--- src/design/psu_pkg.sv ---
`timescale 1ns / 1ps
`default_nettype none
// ----------------------------------------------------------------------------
// psu_pkg: shared types and constants of the scanline unfilter
// Filter codes, register indexes, field widths and the queue item layout.
// ----------------------------------------------------------------------------
package psu_pkg;

  // register field widths
  localparam int ROW_LEN_W  = 14;
  localparam int STRIDE_W   = 4;
  localparam int ROWS_W     = 16;
  localparam int CFG_IDX_W  = 2;
  localparam int CFG_DATA_W = 16;

  // default sizing of the line store and pixel history
  localparam int DEF_MAX_ROW_BYTES   = 8192;
  localparam int DEF_MAX_PIXEL_BYTES = 8;

  // depth of the queue between front and back
  localparam int QUEUE_DEPTH = 4;

  // register indexes
  localparam logic [CFG_IDX_W-1:0] CFG_ROW_LENGTH   = 2'd0;
  localparam logic [CFG_IDX_W-1:0] CFG_PIXEL_STRIDE = 2'd1;
  localparam logic [CFG_IDX_W-1:0] CFG_IMAGE_ROWS   = 2'd2;

  // largest legal filter type
  localparam logic [7:0] FILTER_TYPE_MAX = 8'd4;

  typedef enum logic [2:0] {
    FILT_NONE  = 3'd0,
    FILT_SUB   = 3'd1,
    FILT_UP    = 3'd2,
    FILT_AVG   = 3'd3,
    FILT_PAETH = 3'd4
  } psu_filter_t;

  // classified item handed from front to back
  typedef struct packed {
    logic        is_err;   // error result for a bad filter type
    logic        a_ok;     // left neighbor exists
    logic        row_nz;   // row above exists
    psu_filter_t filter;
    logic        last_col;
    logic        last_row;
    logic [7:0]  data;
  } psu_item_t;

endpackage
`default_nettype wire

--- src/design/psu_fifo.sv ---
`timescale 1ns / 1ps
`default_nettype none
// ----------------------------------------------------------------------------
// psu_fifo: item queue between front and back
// Small register queue; push and pop may happen in the same cycle.
// ----------------------------------------------------------------------------
module psu_fifo import psu_pkg::*; #(
  parameter int WIDTH = 8,
  parameter int DEPTH = QUEUE_DEPTH,
  localparam int PW = (DEPTH > 1) ? $clog2(DEPTH) : 1,
  localparam int NW = $clog2(DEPTH + 1)
) (
  input  wire              clk,
  input  wire              rst_n,
  input  wire              push,
  input  wire [WIDTH-1:0]  push_data,
  input  wire              pop,
  output logic             full,
  output logic             valid,
  output logic [WIDTH-1:0] pop_data
);

  logic [WIDTH-1:0] mem_r [DEPTH];
  logic [PW-1:0]    wr_r, wr_nxt;
  logic [PW-1:0]    rd_r, rd_nxt;
  logic [NW-1:0]    cnt_r, cnt_nxt;

  assign full     = cnt_r == NW'(DEPTH);
  assign valid    = cnt_r != '0;
  assign pop_data = mem_r[rd_r];

  // pointer and fill count update
  always_comb begin
    wr_nxt  = wr_r;
    rd_nxt  = rd_r;
    cnt_nxt = cnt_r;
    if (push)
      wr_nxt = (wr_r == PW'(DEPTH - 1)) ? '0 : wr_r + PW'(1);
    if (pop)
      rd_nxt = (rd_r == PW'(DEPTH - 1)) ? '0 : rd_r + PW'(1);
    if (push && !pop)
      cnt_nxt = cnt_r + NW'(1);
    else if (pop && !push)
      cnt_nxt = cnt_r - NW'(1);
  end

  always_ff @(posedge clk) begin
    if (!rst_n) begin
      wr_r  <= '0;
      rd_r  <= '0;
      cnt_r <= '0;
    end else begin
      wr_r  <= wr_nxt;
      rd_r  <= rd_nxt;
      cnt_r <= cnt_nxt;
    end
  end

  // storage
  always_ff @(posedge clk) begin
    if (push)
      mem_r[wr_r] <= push_data;
  end

endmodule
`default_nettype wire

--- config.mk ---
export PLATFORM = sky130hd
export DESIGN_NAME = psu_fifo
export DESIGN_NICKNAME = d
export VERILOG_FILES = /design/src/design/psu_pkg.sv /design/src/design/psu_fifo.sv
export SDC_FILE = /design/constraint.sdc
export NUM_CORES = 1
export LEC_CHECK = 0
export BUFFER_PORTS_ARGS = -buffer_cell sky130_fd_sc_hd__buf_4
export CORE_MARGIN = 1.5
export CORE_UTILIZATION = 59
export DETAILED_ROUTE_END_ITERATION = 6
export PLACE_DENSITY = 0.92
export SLEW_MARGIN = 20
export SYNTH_ARGS = -nofsm -noshare
export SYNTH_HDL_FRONTEND = slang
export SYNTH_SLANG_ARGS = --single-unit
--- constraint.sdc ---
create_clock -name clk -period 2.6 [get_ports clk]
set_input_delay 0.13 -clock clk [delete_from_list [all_inputs] [get_ports clk]]
set_output_delay 0.13 -clock clk [all_outputs]
set_load 0.01 [all_outputs]
# Yosys cells after proc, flatten, opt, wreduce, memory -nomap -nowiden
# Memories as Yosys holds them, arrays and structs flattened. A register that Yosys moved wholly into a read port is not among the register bits.
# Cells that the tools add are included.
# totals
regBits	7
ramBits	32
in_bits	12
output_inout_bits	10
wordCells	25
memories	1
# classes
add_sub_neg	4
n_eq_ne	3
n_mux	8
n_reduce_logical	6
# memory_table
name	depth	word_bits	read_ports	rd_ports_with_merged_regs	write_ports	line_no	text
mem_r	4	8	1	1	1	psu_fifo.sv:23	logic [WIDTH-1:0] mem_r [DEPTH];
# op_table
cell	count
$mux W2	4
$mux W3	2
$add A2 B1 Y2 const B	2
$eq A2 B2 Y1 const B	2
$add A3 B1 Y3 const B	1
$eq A3 B3 Y1 const B	1
$reduce_bool A3 Y1	1
$sub A3 B1 Y3 const B	1
$logic_and A1 B1 Y1	2
$logic_not A1 Y1	2
$mux W1	2
$reduce_bool A2 Y1	1

# Logic depth before layout (Yosys ltp)
# logic_depth
ltp_word	4
depth_mapped	7

# Worst setup path after synthesis
# No wires, ideal clock.
# synth_timing
path_kind	input port to flip-flop
startpoint	input port pop
endpoint	register cnt_r[2]
t_arrival_ps	1323
path_slack_ps	1207
cell_stages	7
path_cell_list	inv_1 > ha_1 > inv_1 > fa_1 > xor2_1 > or3_1 > a21boi_1
# synth_between
elab_chain_len	3
elab_cells_between_ends	5
cone_classes	mux: 1; reduce/logical: 4
# synth_lines
element	line_no	text
from (decl)	psu_fifo.sv:17	input wire pop,
$logic_not A1 Y1	psu_fifo.sv:41	if (push && !pop)
$logic_and A1 B1 Y1	psu_fifo.sv:41	
$mux W3 or $reduce_bool A2 Y1 (tied branches)	-	
to (signal assigned)	psu_fifo.sv:55	cnt_r <= cnt_nxt;
to (decl)	psu_fifo.sv:26	logic [NW-1:0] cnt_r, cnt_nxt;
# Parallel ways exist; a longest one is shown, timed or not.
# A chain may end at the register's enable or synchronous reset.

==> flow_metrics.py <==
metrics = {
    "worst_setup_path": {
        "critPathKind": "flop to primary output",
        "worstPathRequired_ns": 2.47,
        "cp_max_fo": 8,
        "cp.arrival_ns": 1.77,
        "startpoint_type": "flop",
        "worst_setup_path_end_kind": "primary output",
    },
    "die": {
        "die_x_um": 55.3,
        "ios": 22,
        "initial_core_util": 0.635,
        "dieArea_mm2": 0.00306,
        "core_area_mm2": 0.00254,
        "rows": 18,
        "die_y_um": 55.3,
    },
    "timing": {
        "max_slew.worst_pin.slew_ns": 0.556,
        "setup_tns_ns": 0,
        "finalMaxSlewViolations": 0,
        "period_minus_slack_ns": 1.90,
        "skew_ns": 0.0112,
        "hold_viol": 0,
        "hold_ws_ns": 0.0360,
        "period_share": 0.729,
        "finalSetupViolations": 0,
        "relSlewSlack": 0.629,
        "rsz0062_at_grt": "no",
        "fmax_mhz": 527,
    },
    "layout": {
        "final_cell_mix": "edfxtp_1, buf_4, dfxtp_1",
        "fin_nets": 139,
        "final-seq-area_mm2": 0.00114,
        "fin_cells": 151,
        "area_delta_synth_final_pct": 22.4,
        "final_common_cell": "edfxtp_1",
        "n_antenna_cell": 0,
        "fill_cells": 142,
        "fin_util": 0.777,
        "drive_gt1_frac": 0.306,
        "multiInputGateArea_um2": 444,
    },
    "detailed_routing": {
        "drtPass1Iterations": 4,
        "routedWlPerCell_um": 16.7,
        "drc": 0,
        "routed_wl_mm": 2.52,
        "post_drt_via_cell_ratio": 5.41,
        "drt_iter0_drc": 17,
        "vias": 817,
        "antenna_left": 0,
    },
    "global_routing": {
        "grt_pass1_wl_mm": 4.05,
        "antenna_found_initial": 0,
        "grt_pass1_vias": 878,
        "grt_start_max_net_pins": 14,
        "track_usage": 0.182,
        "grt_overflow": 0,
    },
    "cts": {
        "hold_buffers": 8,
        "clock_latency_ns": 0.34,
        "root_buffer": "clkbuf_4",
        "cts-htree-levels": 2,
        "cts_resized": 0,
        "path_clk_slew_ns": 0.12,
        "cts_max_path_buffers": 2,
        "cts.sinks": 41,
        "cts_buffers": 5,
        "post-cts-setup-buffers": 0,
        "cts_tree": "built",
    },
    "power": {
        "p_leak_nw": 0.741,
        "p_per_area_mw_per_mm2": 732,
        "ir_worst_vdd_mv": 0.669,
        "power_mw": 1.45,
    },
    "place": {
        "place_hpwl_mm": 1.68,
        "port_buffers": 21,
        "gp_congestion": 0.668,
        "placedCellCount": 135,
    },
    "synth": {
        "netlist_area_mm2": 0.00162,
        "ys_seq_area_frac": 0.706,
        "synth_seq_cells": 41,
        "yosys_warnings": 0,
        "ys_types": 20,
        "yosys-top-cells-area": "edfxtp_1, dfxtp_1, mux4_2, ha_1, mux2i_1",
        "syn_nets": 105,
        "synth_cells": 86,
        "synth.avg_cell_area_um2": 18.8,
        "synth.largest_area_cell": "edfxtp_1",
        "synth.top_cell.area_share": 0.594,
    },
    "flow_run": {
        "drv_cap": 0,
    },
    "run_status": {
        "outcome": "complete, no violations",
    },
    "hold_path": {
        "hold_path.class": "input port to flop",
    },
}
worst max-delay path, stage by stage (launching register included):
cell	delay, ns
dfxtp_1	0.69
mux4_2	0.57
buf_4	0.16
layer usage:
layer  share of wire  global-route usage
met5               0                   0
met3           0.048              0.0515
met2            0.51               0.315
met4           0.018              0.0941
met1            0.43               0.205
where the power goes:
group	switching (mW)	leakage [nW]	total, mW	internal, mW
registers	0.0286	0.368	0.774	0.745
clock network	0.199	0.0552	0.497	0.298
logic	0.0737	0.317	0.177	0.103
total	0.301	0.741	1.45	1.15
per-stage QoR:
step,area (um^2),setup WS (ns)
floorplan,1620,1.21
global placement,1800,1.04
detailed placement,1800,0.947
CTS,1980,0.648
global route,1980,0.573
finish,1980,0.704
final cells by class:
| cell class | instances | share of cell area |
|---|---|---|
| Sequential cell | 41 | 0.577 |
| Timing Repair Buffer | 29 | 0.120 |
| Tap cell | 30 | 0.0190 |
| Multi-Input combinational cell | 39 | 0.225 |
| Clock inverter | 3 | 0.0329 |
| Clock buffer | 5 | 0.0190 |
| Inverter | 4 | 0.00759 |
sequential cells by signal (all words and copies together) (netlist names), named ones only:
| name | flops |
|---|---|
| cnt_r | 3 |
| wr_r | 2 |
| mem_r | 32 |
| rd_r | 2 |
path summary, 6_finish.rpt:
| check | from | to | slack [ns] | depth (start not counted) |
|---|---|---|---|---|
| max | flop | pop_data[3] | 0.70 | 2 |
| min | rst_n | cnt_r[0] | 0.04 | 2 |
| max reg2reg | cnt_r[0] | cnt_r[2] | 1.09 | 4 |
| min reg2reg | cnt_r[2] | cnt_r[2] | 0.52 | 2 |
synthesized netlist by cell type:
library cell / count
ha_1: 6
nor2_1: 1
nor3b_1: 1
dfxtp_1: 9
inv_1: 4
a21boi_1: 1
fa_1: 1
mux4_2: 8
xor2_1: 1
mux2i_1: 4
nor3_1: 1
clkbuf_2: 1
or3_1: 2
buf_6: 1
xnor2_1: 1
nor2b_1: 5
edfxtp_1: 32
and2_1: 5
o21a_1: 1
o21ai_0: 1
logic make-up after synthesis:
group	after synthesis	synth area share
flops	41	0.706
simple gates	15	0.0565
mux	12	0.136
fa+ha+maj	7	0.0588
buf+inv	6	0.0193
compound gates	3	0.0124
xor+xnor	2	0.0108
No activity file was read; power rests on OpenSTA's default activity.
