### src/design/psu_pkg.sv
`timescale 1ns / 1ps
`default_nettype none
// ----------------------------------------------------------------------------
// psu_pkg: shared types and constants of the scanline unfilter
// Filter codes, register indexes, field widths and the queue item layout.
// ----------------------------------------------------------------------------
package psu_pkg;

  // register field widths
  localparam int ROW_LEN_W  = 14;
  localparam int STRIDE_W   = 4;
  localparam int ROWS_W     = 16;
  localparam int CFG_IDX_W  = 2;
  localparam int CFG_DATA_W = 16;

  // default sizing of the line store and pixel history
  localparam int DEF_MAX_ROW_BYTES   = 8192;
  localparam int DEF_MAX_PIXEL_BYTES = 8;

  // depth of the queue between front and back
  localparam int QUEUE_DEPTH = 4;

  // register indexes
  localparam logic [CFG_IDX_W-1:0] CFG_ROW_LENGTH   = 2'd0;
  localparam logic [CFG_IDX_W-1:0] CFG_PIXEL_STRIDE = 2'd1;
  localparam logic [CFG_IDX_W-1:0] CFG_IMAGE_ROWS   = 2'd2;

  // largest legal filter type
  localparam logic [7:0] FILTER_TYPE_MAX = 8'd4;

  typedef enum logic [2:0] {
    FILT_NONE  = 3'd0,
    FILT_SUB   = 3'd1,
    FILT_UP    = 3'd2,
    FILT_AVG   = 3'd3,
    FILT_PAETH = 3'd4
  } psu_filter_t;

  // classified item handed from front to back
  typedef struct packed {
    logic        is_err;   // error result for a bad filter type
    logic        a_ok;     // left neighbor exists
    logic        row_nz;   // row above exists
    psu_filter_t filter;
    logic        last_col;
    logic        last_row;
    logic [7:0]  data;
  } psu_item_t;

endpackage
`default_nettype wire

### src/design/psu_in_if.sv
`timescale 1ns / 1ps
`default_nettype none
// ----------------------------------------------------------------------------
// psu_in_if: filtered byte stream channel
// Valid/ready channel carrying one filtered byte per transfer.
// ----------------------------------------------------------------------------
interface psu_in_if;
  logic       valid;
  logic       ready;
  logic [7:0] filtered_byte;

  modport source (output valid, output filtered_byte, input ready);
  modport sink   (input valid, input filtered_byte, output ready);
endinterface
`default_nettype wire

### src/design/psu_front.sv
`timescale 1ns / 1ps
`default_nettype none
// ----------------------------------------------------------------------------
// psu_front: byte classifier and position tracking
// Holds the registers, latches filter types, tracks column and row, and
// pushes one classified item per result into the queue.
// ----------------------------------------------------------------------------
module psu_front import psu_pkg::*; #(
  parameter int MAX_ROW_BYTES   = DEF_MAX_ROW_BYTES,
  parameter int MAX_PIXEL_BYTES = DEF_MAX_PIXEL_BYTES,
  localparam int AW = (MAX_ROW_BYTES > 1) ? $clog2(MAX_ROW_BYTES) : 1,
  localparam int HW = (MAX_PIXEL_BYTES > 1) ? $clog2(MAX_PIXEL_BYTES) : 1
) (
  input  wire                   clk,
  input  wire                   rst_n,
  psu_in_if.sink                in_ch,
  input  wire                   cfg_we,
  input  wire [CFG_IDX_W-1:0]   cfg_index,
  input  wire [CFG_DATA_W-1:0]  cfg_data,
  input  wire                   q_full,
  output logic                  q_push,
  output psu_item_t             q_item,
  output logic [AW-1:0]         q_addr,
  output logic [HW-1:0]         q_wslot,
  output logic [HW-1:0]         q_rslot
);

  localparam int CW   = $clog2(MAX_ROW_BYTES + 1);
  localparam int LW   = (CW > ROW_LEN_W) ? CW : ROW_LEN_W;
  localparam int SUMW = HW + 2;

  logic [ROW_LEN_W-1:0] row_length_r;
  logic [STRIDE_W-1:0]  pixel_stride_r;
  logic [ROWS_W-1:0]    image_rows_r;

  logic [LW-1:0]     col_r, col_nxt;
  logic [HW-1:0]     xmod_r, xmod_nxt;
  logic [ROWS_W-1:0] row_r, row_nxt;
  psu_filter_t       filter_r, filter_nxt;
  logic              awaiting_r, awaiting_nxt;
  logic              failed_r, failed_nxt;

  logic              accept;
  logic [LW-1:0]     len_ext, eff_len;
  logic [ROWS_W-1:0] eff_rows;
  logic [STRIDE_W-1:0] eff_s;
  logic              last_col, last_row;
  logic [SUMW-1:0]   slot_sum;

  assign in_ch.ready = !q_full;
  assign accept      = in_ch.valid && !q_full;

  // register writes
  always_ff @(posedge clk) begin
    if (!rst_n) begin
      row_length_r   <= ROW_LEN_W'(1);
      pixel_stride_r <= STRIDE_W'(1);
      image_rows_r   <= ROWS_W'(1);
    end else if (cfg_we) begin
      unique case (cfg_index)
        CFG_ROW_LENGTH:   row_length_r   <= cfg_data[ROW_LEN_W-1:0];
        CFG_PIXEL_STRIDE: pixel_stride_r <= cfg_data[STRIDE_W-1:0];
        CFG_IMAGE_ROWS:   image_rows_r   <= cfg_data[ROWS_W-1:0];
        default: ;
      endcase
    end
  end

  // clamp the registers into their working ranges
  always_comb begin
    len_ext = LW'(row_length_r);
    if (len_ext == '0)
      eff_len = LW'(1);
    else if (len_ext > LW'(MAX_ROW_BYTES))
      eff_len = LW'(MAX_ROW_BYTES);
    else
      eff_len = len_ext;

    eff_rows = (image_rows_r == '0) ? ROWS_W'(1) : image_rows_r;

    if (pixel_stride_r == '0)
      eff_s = STRIDE_W'(1);
    else if (pixel_stride_r > STRIDE_W'(MAX_PIXEL_BYTES))
      eff_s = STRIDE_W'(MAX_PIXEL_BYTES);
    else
      eff_s = pixel_stride_r;
  end

  assign last_col = ({1'b0, col_r} + (LW+1)'(1)) >= {1'b0, eff_len};
  assign last_row = ({1'b0, row_r} + (ROWS_W+1)'(1)) >= {1'b0, eff_rows};

  // history slot of the left neighbor, kept below the history depth
  assign slot_sum = SUMW'(xmod_r) + SUMW'(MAX_PIXEL_BYTES) - SUMW'(eff_s);
  assign q_rslot  = (slot_sum >= SUMW'(MAX_PIXEL_BYTES)) ?
                    HW'(slot_sum - SUMW'(MAX_PIXEL_BYTES)) : HW'(slot_sum);
  assign q_wslot  = xmod_r;
  assign q_addr   = col_r[AW-1:0];

  // classification and position update
  always_comb begin
    col_nxt      = col_r;
    xmod_nxt     = xmod_r;
    row_nxt      = row_r;
    filter_nxt   = filter_r;
    awaiting_nxt = awaiting_r;
    failed_nxt   = failed_r;
    q_push       = 1'b0;

    q_item          = '0;
    q_item.a_ok     = col_r >= LW'(eff_s);
    q_item.row_nz   = row_r != '0;
    q_item.filter   = filter_r;
    q_item.last_col = last_col;
    q_item.last_row = last_row;
    q_item.data     = in_ch.filtered_byte;

    if (accept) begin
      if (awaiting_r) begin
        awaiting_nxt = 1'b0;
        col_nxt      = '0;
        xmod_nxt     = '0;
        if (!failed_r) begin
          if (in_ch.filtered_byte > FILTER_TYPE_MAX) begin
            failed_nxt    = 1'b1;
            q_push        = 1'b1;
            q_item        = '0;
            q_item.is_err = 1'b1;
          end else begin
            filter_nxt = psu_filter_t'(in_ch.filtered_byte[2:0]);
          end
        end
      end else begin
        q_push = !failed_r;
        if (last_col) begin
          col_nxt      = '0;
          xmod_nxt     = '0;
          awaiting_nxt = 1'b1;
          if (last_row) begin
            row_nxt    = '0;
            failed_nxt = 1'b0;
          end else begin
            row_nxt = row_r + ROWS_W'(1);
          end
        end else begin
          col_nxt  = col_r + LW'(1);
          xmod_nxt = (xmod_r == HW'(MAX_PIXEL_BYTES - 1)) ? '0 : xmod_r + HW'(1);
        end
      end
    end
  end

  // position and mode state
  always_ff @(posedge clk) begin
    if (!rst_n) begin
      col_r      <= '0;
      xmod_r     <= '0;
      row_r      <= '0;
      filter_r   <= FILT_NONE;
      awaiting_r <= 1'b1;
      failed_r   <= 1'b0;
    end else begin
      col_r      <= col_nxt;
      xmod_r     <= xmod_nxt;
      row_r      <= row_nxt;
      filter_r   <= filter_nxt;
      awaiting_r <= awaiting_nxt;
      failed_r   <= failed_nxt;
    end
  end

endmodule
`default_nettype wire

### src/flat_wrapper.sv
// flat-port wrapper written by rule: the top's interface ports become plain ports
module psu_front_flat import psu_pkg::*;
#(
  parameter int MAX_ROW_BYTES   = DEF_MAX_ROW_BYTES,
  parameter int MAX_PIXEL_BYTES = DEF_MAX_PIXEL_BYTES,
  localparam int AW = (MAX_ROW_BYTES > 1) ? $clog2(MAX_ROW_BYTES) : 1,
  localparam int HW = (MAX_PIXEL_BYTES > 1) ? $clog2(MAX_PIXEL_BYTES) : 1
)
  (clk, rst_n, cfg_we, cfg_index, cfg_data, q_full, q_push, q_item, q_addr, q_wslot, q_rslot, in_ch_valid, in_ch_filtered_byte, in_ch_ready);
  psu_in_if in_ch_i ();
  input  wire clk;
  input  wire rst_n;
  input  wire cfg_we;
  input  wire [CFG_IDX_W-1:0] cfg_index;
  input  wire [CFG_DATA_W-1:0] cfg_data;
  input  wire q_full;
  output logic q_push;
  output psu_item_t q_item;
  output logic [AW-1:0] q_addr;
  output logic [HW-1:0] q_wslot;
  output logic [HW-1:0] q_rslot;
  input wire logic [$bits(in_ch_i.valid)-1:0] in_ch_valid;
  input wire logic [$bits(in_ch_i.filtered_byte)-1:0] in_ch_filtered_byte;
  output wire logic [$bits(in_ch_i.ready)-1:0] in_ch_ready;
  assign in_ch_i.valid = in_ch_valid;
  assign in_ch_i.filtered_byte = in_ch_filtered_byte;
  assign in_ch_ready = in_ch_i.ready;
  psu_front #(.MAX_ROW_BYTES(MAX_ROW_BYTES), .MAX_PIXEL_BYTES(MAX_PIXEL_BYTES)) u_core (.clk(clk), .rst_n(rst_n), .in_ch(in_ch_i), .cfg_we(cfg_we), .cfg_index(cfg_index), .cfg_data(cfg_data), .q_full(q_full), .q_push(q_push), .q_item(q_item), .q_addr(q_addr), .q_wslot(q_wslot), .q_rslot(q_rslot));
endmodule
### config.mk
export PLATFORM = sky130hd
export DESIGN_NAME = psu_front_flat
export DESIGN_NICKNAME = d
export VERILOG_FILES = /design/src/design/psu_pkg.sv /design/src/design/psu_in_if.sv /design/src/design/psu_front.sv /design/src/flat_wrapper.sv
export SDC_FILE = /design/constraint.sdc
export NUM_CORES = 1
export LEC_CHECK = 0
export BUFFER_PORTS_ARGS = -buffer_cell sky130_fd_sc_hd__buf_2
export CAP_MARGIN = 25
export CORE_MARGIN = 2
export CORE_UTILIZATION = 40
export CTS_CLUSTER_DIAMETER = 50
export DETAILED_ROUTE_END_ITERATION = 7
export GPL_TIMING_DRIVEN = 1
export HOLD_SLACK_MARGIN = 0.02
export SLEW_MARGIN = 20
export SYNTH_ARGS = -nofsm -noshare
export SYNTH_HDL_FRONTEND = slang
export SYNTH_SLANG_ARGS = --single-unit
### constraint.sdc
create_clock -name clk -period 9.4 [get_ports clk]
set_input_delay 0.94 -clock clk [delete_from_list [all_inputs] [get_ports clk]]
set_output_delay 0.94 -clock clk [all_outputs]
set_load 0.02 [all_outputs]
### Word-level counts from Yosys, hierarchy flattened

Index checks and enable logic that the tools add are counted.

* bits in registers: 72
* output and inout port bits: 37
* word-level logic and storage cells: 72

* $add $sub $neg: 8
* magnitude comparators: 7
* equal/unequal tests: 3
* multiplexer cells: 26
* bitwise gates (word level): 3
* reduce and logical (&&, ||, !) cells: 16

Operators with widths (count)
* $mux W16: 6
* $mux W14: 4
* $add A16 B1 Y17 const B: 1
* $ge A17 B16 Y1: 1
* $add A16 B1 Y16 const B: 1
* $logic_not A16 Y1: 1
* $reduce_bool A16 Y1: 1
* $add A14 B1 Y15 const B: 1
* $ge A15 B14 Y1: 1
* $add A14 B1 Y14 const B: 1
* $ge A14 B4 Y1: 1
* $gt A14 B14 Y1 const B: 1
* $logic_not A14 Y1: 1
* $mux W3: 4
* $mux W1: 10
* $gt A8 B3 Y1 const B: 1
* $mux W4: 2
* $reduce_and A2 Y1: 3
* $reduce_and A3 Y1: 2
* $add A3 B4 Y5 const B: 1
* $ge A5 B4 Y1 const B: 1
* $sub A5 B4 Y5: 1
* $gt A4 B4 Y1 const B: 1
* $logic_not A4 Y1: 1
* other kinds (11): 15

### Depth between registers and ports, before layout

Gate-level depths: netlist of the first run.

* depth after elaboration: 8
* gate-level depth with buffers: 15
* gate-level depth less buffers: 12

### Worst setup path after synthesis of the first run

OpenSTA, ideal clock, no wires.

* kind: flip-flop to output port
* from: reg u_core.row_r[0]
* to: out q_item[8] (netlist bit)
* arrival: 2.997 ns
* setup slack: 5.463 ns
* cell stages (with the launch flop): 13
* path buffers: 1
* cells stage by stage: dfxtp_1 > ha_1 > nand3_1 > nor4_2 > nand4_1 > xnor2_1 > ha_1 > a21o_1 > a21o_1 > a211o_1 > a211oi_2 > buf_2 > nor2_1

RTL lines
* start, declared: RTL line psu_front.sv:38 `logic [ROWS_W-1:0] row_r, row_nxt;`
* start signal, assigned: RTL line psu_front.sv:164 `row_r <= row_nxt;`
* end, declared: RTL line flat_wrapper.sv:18 `output psu_item_t q_item;`

==> results of run 1 <==
-- final timing paths --
check | end | startpoint
hold / removal | u_core.len_ext[10]$_SDFFE_PN0P_ | u_core.len_ext[10]$_SDFFE_PN0P_
setup reg to reg | u_core.row_r[12]$_SDFFE_PN0P_ | u_core.row_r[0]$_SDFFE_PN0P_
setup / recovery | q_item[8] | u_core.row_r[0]$_SDFFE_PN0P_
hold reg to reg | u_core.len_ext[10]$_SDFFE_PN0P_ | u_core.len_ext[10]$_SDFFE_PN0P_
-- power breakdown --
group	leakage, nW	internal (W)	switching [W]	total [W]
clock network	0.150	0.000219	0.000129	0.000348
registers	0.583	0.000311	0.00000516	0.000316
logic	1.51	0.0000341	0.0000590	0.0000931
-- cells in the mapped netlist, drive strengths merged, types with 4 or more instances --
library cell and count:
nand2 115, nor2 32, nor4 15, or3 4, buf 24, nor3 6
a31oi 9, xor2 13, o221ai 8, xnor2 15, a21o 5, a22o 9
o21ai 11, dfxtp 72, nand4 14, a21oi 45, ha 40, a211oi 4
clkbuf 20, nand3 20, and3 4, inv 34, and2 10, nand3b 7
or4 4, mux2i 7
-- state kept, by name, summed over array words and instances, names as in the netlist --
name and flops:
u_core.awaiting_r 1, u_core.col_r 14, u_core.len_ext 14, u_core.q_wslot 3, u_core.pixel_stride_r 4, u_core.image_rows_r 16
u_core.failed_r 1, u_core.row_r 16, u_core.filter_r 3
-- through the flow --
| stage | setup slack [ns] | util | cell area, um2 |
|---|---|---|---|
| after CTS | 4.811 | 0.4601 | 5254 |
| after detailed placement | 5.188 | 0.4338 | 4954 |
| after global placement | 5.273 | 0.4338 | 4954 |
| final | 4.802 | 0.4606 | 5259 |
| after floorplan | 5.463 | - | 4663 |
| after global routing | 4.507 | 0.4606 | 5259 |
-- metal layers --
| layer | vias to the layer above | routed length (um) | part of all wire | track usage |
|---|---|---|---|---|
| met5 | - | 0 | 0 | 0 |
| met2 | 124 | 5046 | 0.43 | 0.2982 |
| li1 | 2126 | - | - | - |
| met4 | 0 | 173 | 0.015 | 0.06098 |
| met3 | 12 | 680 | 0.057 | 0.03865 |
| met1 | 1925 | 5930 | 0.50 | 0.2815 |
-- worst max-delay path, stage by stage, from the launching register on --
cell      delay, ns
dfxtp_1        0.41
ha_1           0.26
nand3_1        0.21
nor4_2         0.54
nand4_1        0.17
xnor2_1        0.24
ha_1           0.29
a21o_1         0.19
a21o_1         0.17
a211o_1        0.24
a211oi_2       0.15
buf_4          0.24
nor2_1         0.05
buf_2          0.16
-- kinds of logic (layout without fill, tap and decap cells) --
group                    Yosys count  after routing
AO/OA/AOI/OAI                    113            113
XOR/XNOR                          28             28
adder cells (fa/ha/maj)           41             41
buffers and inverters             78            122
flip-flops                        72             72
multiplexers                       9              9
AND/OR/NAND/NOR                  245            245
-- layout make-up --
cell class | instances | area [um2]
fillers | 1151 | 6160
multi-input cells | 436 | 2840
flip-flops and latches | 72 | 1441
repair buffers | 72 | 370.4
clock buffers | 13 | 260.3
well taps | 143 | 178.9
inverters | 34 | 127.6
clock inverters | 3 | 40.04
==> results by group, run 1 <==
Status
  – Status: finished, final reports clean

Synthesis
  – Compound-Gate Fraction of Synth Area: 0.1655
  – Synth Area in XOR/XNOR: 0.05259
  – Post-synthesis sequential area ratio: 0.3091
  – Post-synthesis adder-cell area fraction: 0.1116
  – Largest family of logic cells by synthesized area: simple AND/OR/NAND/NOR gates
  – Synthesized area: roughly 4700 um2
  – Area share of the largest cell type after synthesis: 0.3091
  – Multiplexer area fraction after synthesis: 0.01986
  – Area contributors post-synth: dfxtp_1 31%, ha_1 11%, nand2_1 9.2%
  – Mean Syn Cell Area: 7.958 um2
  – Async SR Flop Fraction: 0
  – Syn Inst Count: around 590
  – Number of synthesized flops with an enable pin: 0
  – Simple-gate share of the synthesized area: 0.2595
  – Post-Syn Nets: 658
  – Post-synth top area cell: dfxtp_1
  – Synth Flop Type: dfxtp_1
  – Synth Register Bits: 72
  – Yosys warns: 0
  – Yosys cell types: 66

Critical path
  – Crit end category: output pin
  – Crit path DAT: between 3 and 4 ns
  – Critical path peak fanout: 15
  – CP Class: reg2out
  – R2R depth: 13
  – FF-to-FF setup slack: between 5 and 6 ns
  – CP required: between 8 and 9 ns
  – Worst setup SP type: register

Power and ir drop
  – P_leak: approximately 2.2 nW
  – Peak VDD IR: between 70 and 80 uV
  – Tot Pwr: between 0.0007 and 0.0008 W
  – Pwr dens: 144.1 nW/um2

STA
  – Clk_skew: between 0.007 and 0.008 ns
  – Final Max Slew Viols: 0
  – Unrepaired setup endpoints after global routing: false
  – Rel. slew slack: 0.3292
  – Max frequency: 0.2175 GHz
  – Final period util: 0.4891
  – Finish-stage setup viols: 0
  – Fin Hold WS: ~0.47 ns
  – Hold Vio Cnt, Final: 0
  – Fin Setup TNS: 0 ns
  – Fin crit period: about 4.6 ns
  – Worst-Margin Slew: between 1 and 1.5 ns

Floorplan
  – Core area: approximately 11000 um2
  – Initial Util: 0.4084
  – Die Wd: 112.0 um
  – Row count: 39
  – Die Area: 12540 um2
  – IO Pins: between 60 and 70
  – Die H: between 100 and 150 um

Layout
  – Nets: 697
  – P&R area growth vs syn: 12.77%
  – Commonest non-fill, non-tap cell in the layout: nand2_1
  – Share of post-route cells with drive strength above 1: 0.1635
  – Diode count: 0
  – Final non-filler cell total: ~770
  – Most frequent cells in the layout: 114 x nand2_1, 72 x dfxtp_1, 68 x buf_2, 45 x a21oi_1, 40 x ha_1

Clocking
  – CTS root buf: clkbuf_16
  – # Post-CTS Setup Buffers: 0
  – Total CTS buffers: 9
  – Longest Clk Path Bufs: 2
  – TritonCTS Sinks: between 70 and 80
  – CTS tree: yes
  – Clock Pin Slew Worst Setup and Hold Paths: 0.06 ns
  – PostCTS Resize Cnt: 0
  – Clock latency on the worst-skew pair: approximately 0.34 ns
  – H-tree depth: 3
  – Cts hold-fix bufs: 0

Drt
  – Remaining antenna violation count: 0
  – DR DRC count: 0
  – DR vias/cell: ~5.4
  – WL/cell: ~15 um
  – Iter 0 DRT Violations: around 250
  – DRT Pass-1 Iters: 5
  – Vias: 4187
  – Total Wirelength: 11830 um

Global route
  – Largest net degree at the start of global routing: 44
  – Initial antenna violation count: 0
  – Global Route Usage Sum: 0.1962
  – Global-route wire length before repair: 19860 um
  – Total gr overflow: 0
  – Vias in the first global route: ~4000

Place
  – Placer congestion estimate: between 0.8 and 0.9
  – Placed insts: about 760
  – Count of buffers from port buffering: 67
  – Detailed Place HPWL: between 8000 and 9000 um

Hold path
  – Cell count of the worst hold path: 2
  – Hold Path Class: reg2reg

Flow run
  – Maxcap violations: 0
(Power assumes the default switching activity.)
==> inputs of run 2 (changes only) <==
clock period = 3.8 ns   (was 9.4 ns; I/O delays follow)
==> results by group, run 2 (synthesis gave the netlist of run 1 again) <==
Status
  – Status: finished, final reports clean

Hold path
  – WHS Endpoint: u_core.image_rows_r[14]$_SDFFE_PN0P_
  – Hold Path Class: in2reg
  – Cell count of the worst hold path: 3 (+1)
  – HP Start: cfg_data[14]

Critical path
  – Crit end category: output pin
  – Critical path peak fanout: 11 (-4)
  – CP required: 3.42 ns (-5.04 ns)
  – Worst setup SP type: register
  – FF-to-FF setup slack: 0.38 ns (-5.28 ns)
  – CP Class: reg2out
  – Reg-to-reg startpoint: u_core.row_r[9]$_SDFFE_PN0P_
  – R2R depth: 13 (unchanged)
  – RR Endpoint: u_core.row_r[12]$_SDFFE_PN0P_
  – Crit path DAT: 3.23 ns (-0.43 ns)

Global route
  – Global-route wire length before repair: 19700 um (-0.80%)
  – GRT busiest layer: met2
  – Initial antenna violation count: 0 (unchanged)
  – Global-route met1 utilization: 0.2817 (about the same)
  – Total gr overflow: 0 (unchanged)
  – Largest net degree at the start of global routing: 44 (unchanged)
  – Vias in the first global route: 3980 (-0.25%)
  – Met2 GRT Util: 0.2861 (-0.01212)
  – Met3 usage: 0.02940 (-0.009254)
  – Global Route Usage Sum: 0.1937 (-0.002578)

Power and ir drop
  – Tot Pwr: 0.002039 W (+170%)
  – Peak VDD IR: 220.1 uV (+210%)
  – Pwr dens: 374.3 nW/um2 (+160%)
  – P_leak: 2.329 nW (+4.0%)

Clocking
  – Cts hold-fix bufs: 0 (unchanged)
  – Longest Clk Path Bufs: 2 (unchanged)
  – CTS root buf: clkbuf_16
  – Clock latency on the worst-skew pair: 0.34 ns (about the same)
  – Clock Pin Slew Worst Setup and Hold Paths: 0.06 ns (about the same)
  – Total CTS buffers: 9 (unchanged)
  – CTS tree: yes
  – TritonCTS Sinks: 72 (unchanged)
  – H-tree depth: 3 (unchanged)

Drt
  – DR DRC count: 0 (unchanged)
  – Vias: 4271 (+2.0%)
  – Total Wirelength: 12010 um (+1.5%)
  – Iter 0 DRT Violations: 165 (-33%)
  – WL/cell: 15.40 um (+0.61%)
  – Remaining antenna violation count: 0 (unchanged)
  – DR vias/cell: 5.476 (+1.1%)
  – DRT Pass-1 Iters: 4 (-1)

Layout
  – # fillers: 1121 (-2.6%)
  – Top Registers: u_core.image_rows_r: 16 flops, u_core.row_r: 16 flops
  – Nets: 704 (+1.0%)
  – Diode count: 0 (unchanged)
  – Commonest non-fill, non-tap cell in the layout: nand2_1
  – Seq. cell area: 1446 um2 (+0.35%)
  – Share of post-route cells with drive strength above 1: 0.1978 (+0.03431)
  – Final instance area: 5448 um2 (+3.6%)
  – Multi-input gate area: 2913 um2 (+2.6%)
  – Most frequent cells in the layout: 114 x nand2_1, 68 x dfxtp_1, 67 x buf_2, 45 x a21oi_1, 38 x ha_1
  – P&R area growth vs syn: 16.82%

STA
  – Clk_skew: 0.006290 ns (-0.0009766 ns)
  – Max frequency: between 0.2 and 0.3 GHz
  – Final Max Slew Viols: 0 (unchanged)
  – Fin Setup TNS: 0 ns (unchanged)
  – Fin Hold WS: 0.2933 ns (-0.1774 ns)
  – Finish-stage setup viols: 0 (unchanged)
  – Final period util: 0.9491
  – Fin crit period: 3.607 ns
  – Worst-Margin Slew: 0.9962 ns (-0.01004 ns)
  – Hold Vio Cnt, Final: 0 (unchanged)
  – Rel. slew slack: 0.3359 (+0.006691)

Place
  – Detailed Place HPWL: 9044 um (+2.3%)
  – Placer congestion estimate: 0.8473 (+5.2%)
  – Placed Area: 4969 um2 (+0.30%)
  – Count of buffers from port buffering: 67 (unchanged)

Floorplan
  – Die Area: 12540 um2 (unchanged)
  – IO Pins: 68 (unchanged)
  – Die H: 112.0 um (unchanged)
  – Die Wd: 112.0 um (unchanged)
  – Row count: 39 (unchanged)
  – Core area: 11420 um2 (unchanged)
  – Initial Util: 0.4084 (unchanged)

Flow run
  – Maxcap violations: 0 (unchanged)
run 2: cell types whose count changed in the layout (fill, tap and decap cells not counted), sizes merged:
cell | before | now
clkinv | 2 | 1
clkinvlp | 0 | 1
bufinv | 1 | 3
buf | 72 | 78
clkbuf | 13 | 12
run 2: cell type report:
class                   count  area share
multi-input cells         436      0.5347
flip-flops and latches     72      0.2655
repair buffers             79     0.07832
clock buffers              11     0.04639
well taps                 143     0.03284
inverters                  34     0.02343
clock inverters             5     0.01883
run 2: per-stage QoR:
| stage | utilization | std cells | setup WS (ns) |
|---|---|---|---|
| floorplan | - | 586 | 0.4234 |
| global placement | 0.4351 | 758 | 0.2546 |
| detailed placement | 0.4351 | 758 | 0.1508 |
| CTS | 0.4681 | 775 | 0.001495 |
| global route | 0.4771 | 780 | -0.005858 |
| finish | 0.4771 | 780 | 0.1933 |
run 2: worst max path at each step:
stage | start | endpoint | slack, ns | cells after the start
6_report | u_core.row_r[9]$_SDFFE_PN0P_ | q_item[8] | 0.19 | 12
5_1_grt | u_core.row_r[4]$_SDFFE_PN0P_ | q_item[8] | -0.006 | 13
4_1_cts | u_core.row_r[0]$_SDFFE_PN0P_ | q_item[8] | 0.001 | 13
3_5_place_dp | u_core.row_r[0]$_SDFFE_PN0P_ | u_core.row_r[12]$_SDFFE_PN0P_ | 0.15 | 13
3_3_place_gp | u_core.row_r[0]$_SDFFE_PN0P_ | u_core.row_r[12]$_SDFFE_PN0P_ | 0.25 | 13
2_1_floorplan | u_core.row_r[0]$_SDFFE_PN0P_ | q_item[8] | 0.42 | 12
run 2: critical path, stage by stage, from the launching register on:
cell and delay (ns):
dfxtp_1 0.46, nand3_1 0.20, nor4_4 0.39, nand4_1 0.19
xnor2_2 0.18, ha_1 0.34, a21o_1 0.18, a21o_1 0.17
a211o_1 0.23, a211oi_2 0.17, buf_6 0.17, nor2_1 0.05
buf_2 0.16
run 2: power breakdown:
part	switching [W]	internal, W	total [W]
Clock	0.000332	0.000676	0.00101
Sequential	0.0000135	0.000770	0.000783
Combinational	0.000150	0.0000973	0.000247
Total	0.000496	0.00154	0.00204
run 2: repair_timing:
action	CTS	global route
setup buffers	1	4
setup endpoints to repair	1	2
pin swaps	1	1
resized for setup	2	16
run 2: layer usage:
metal	share of wire	routed length (um)
met5	0	0
met4	0.021	254
met3	0.050	597
met2	0.44	5242
met1	0.49	5917
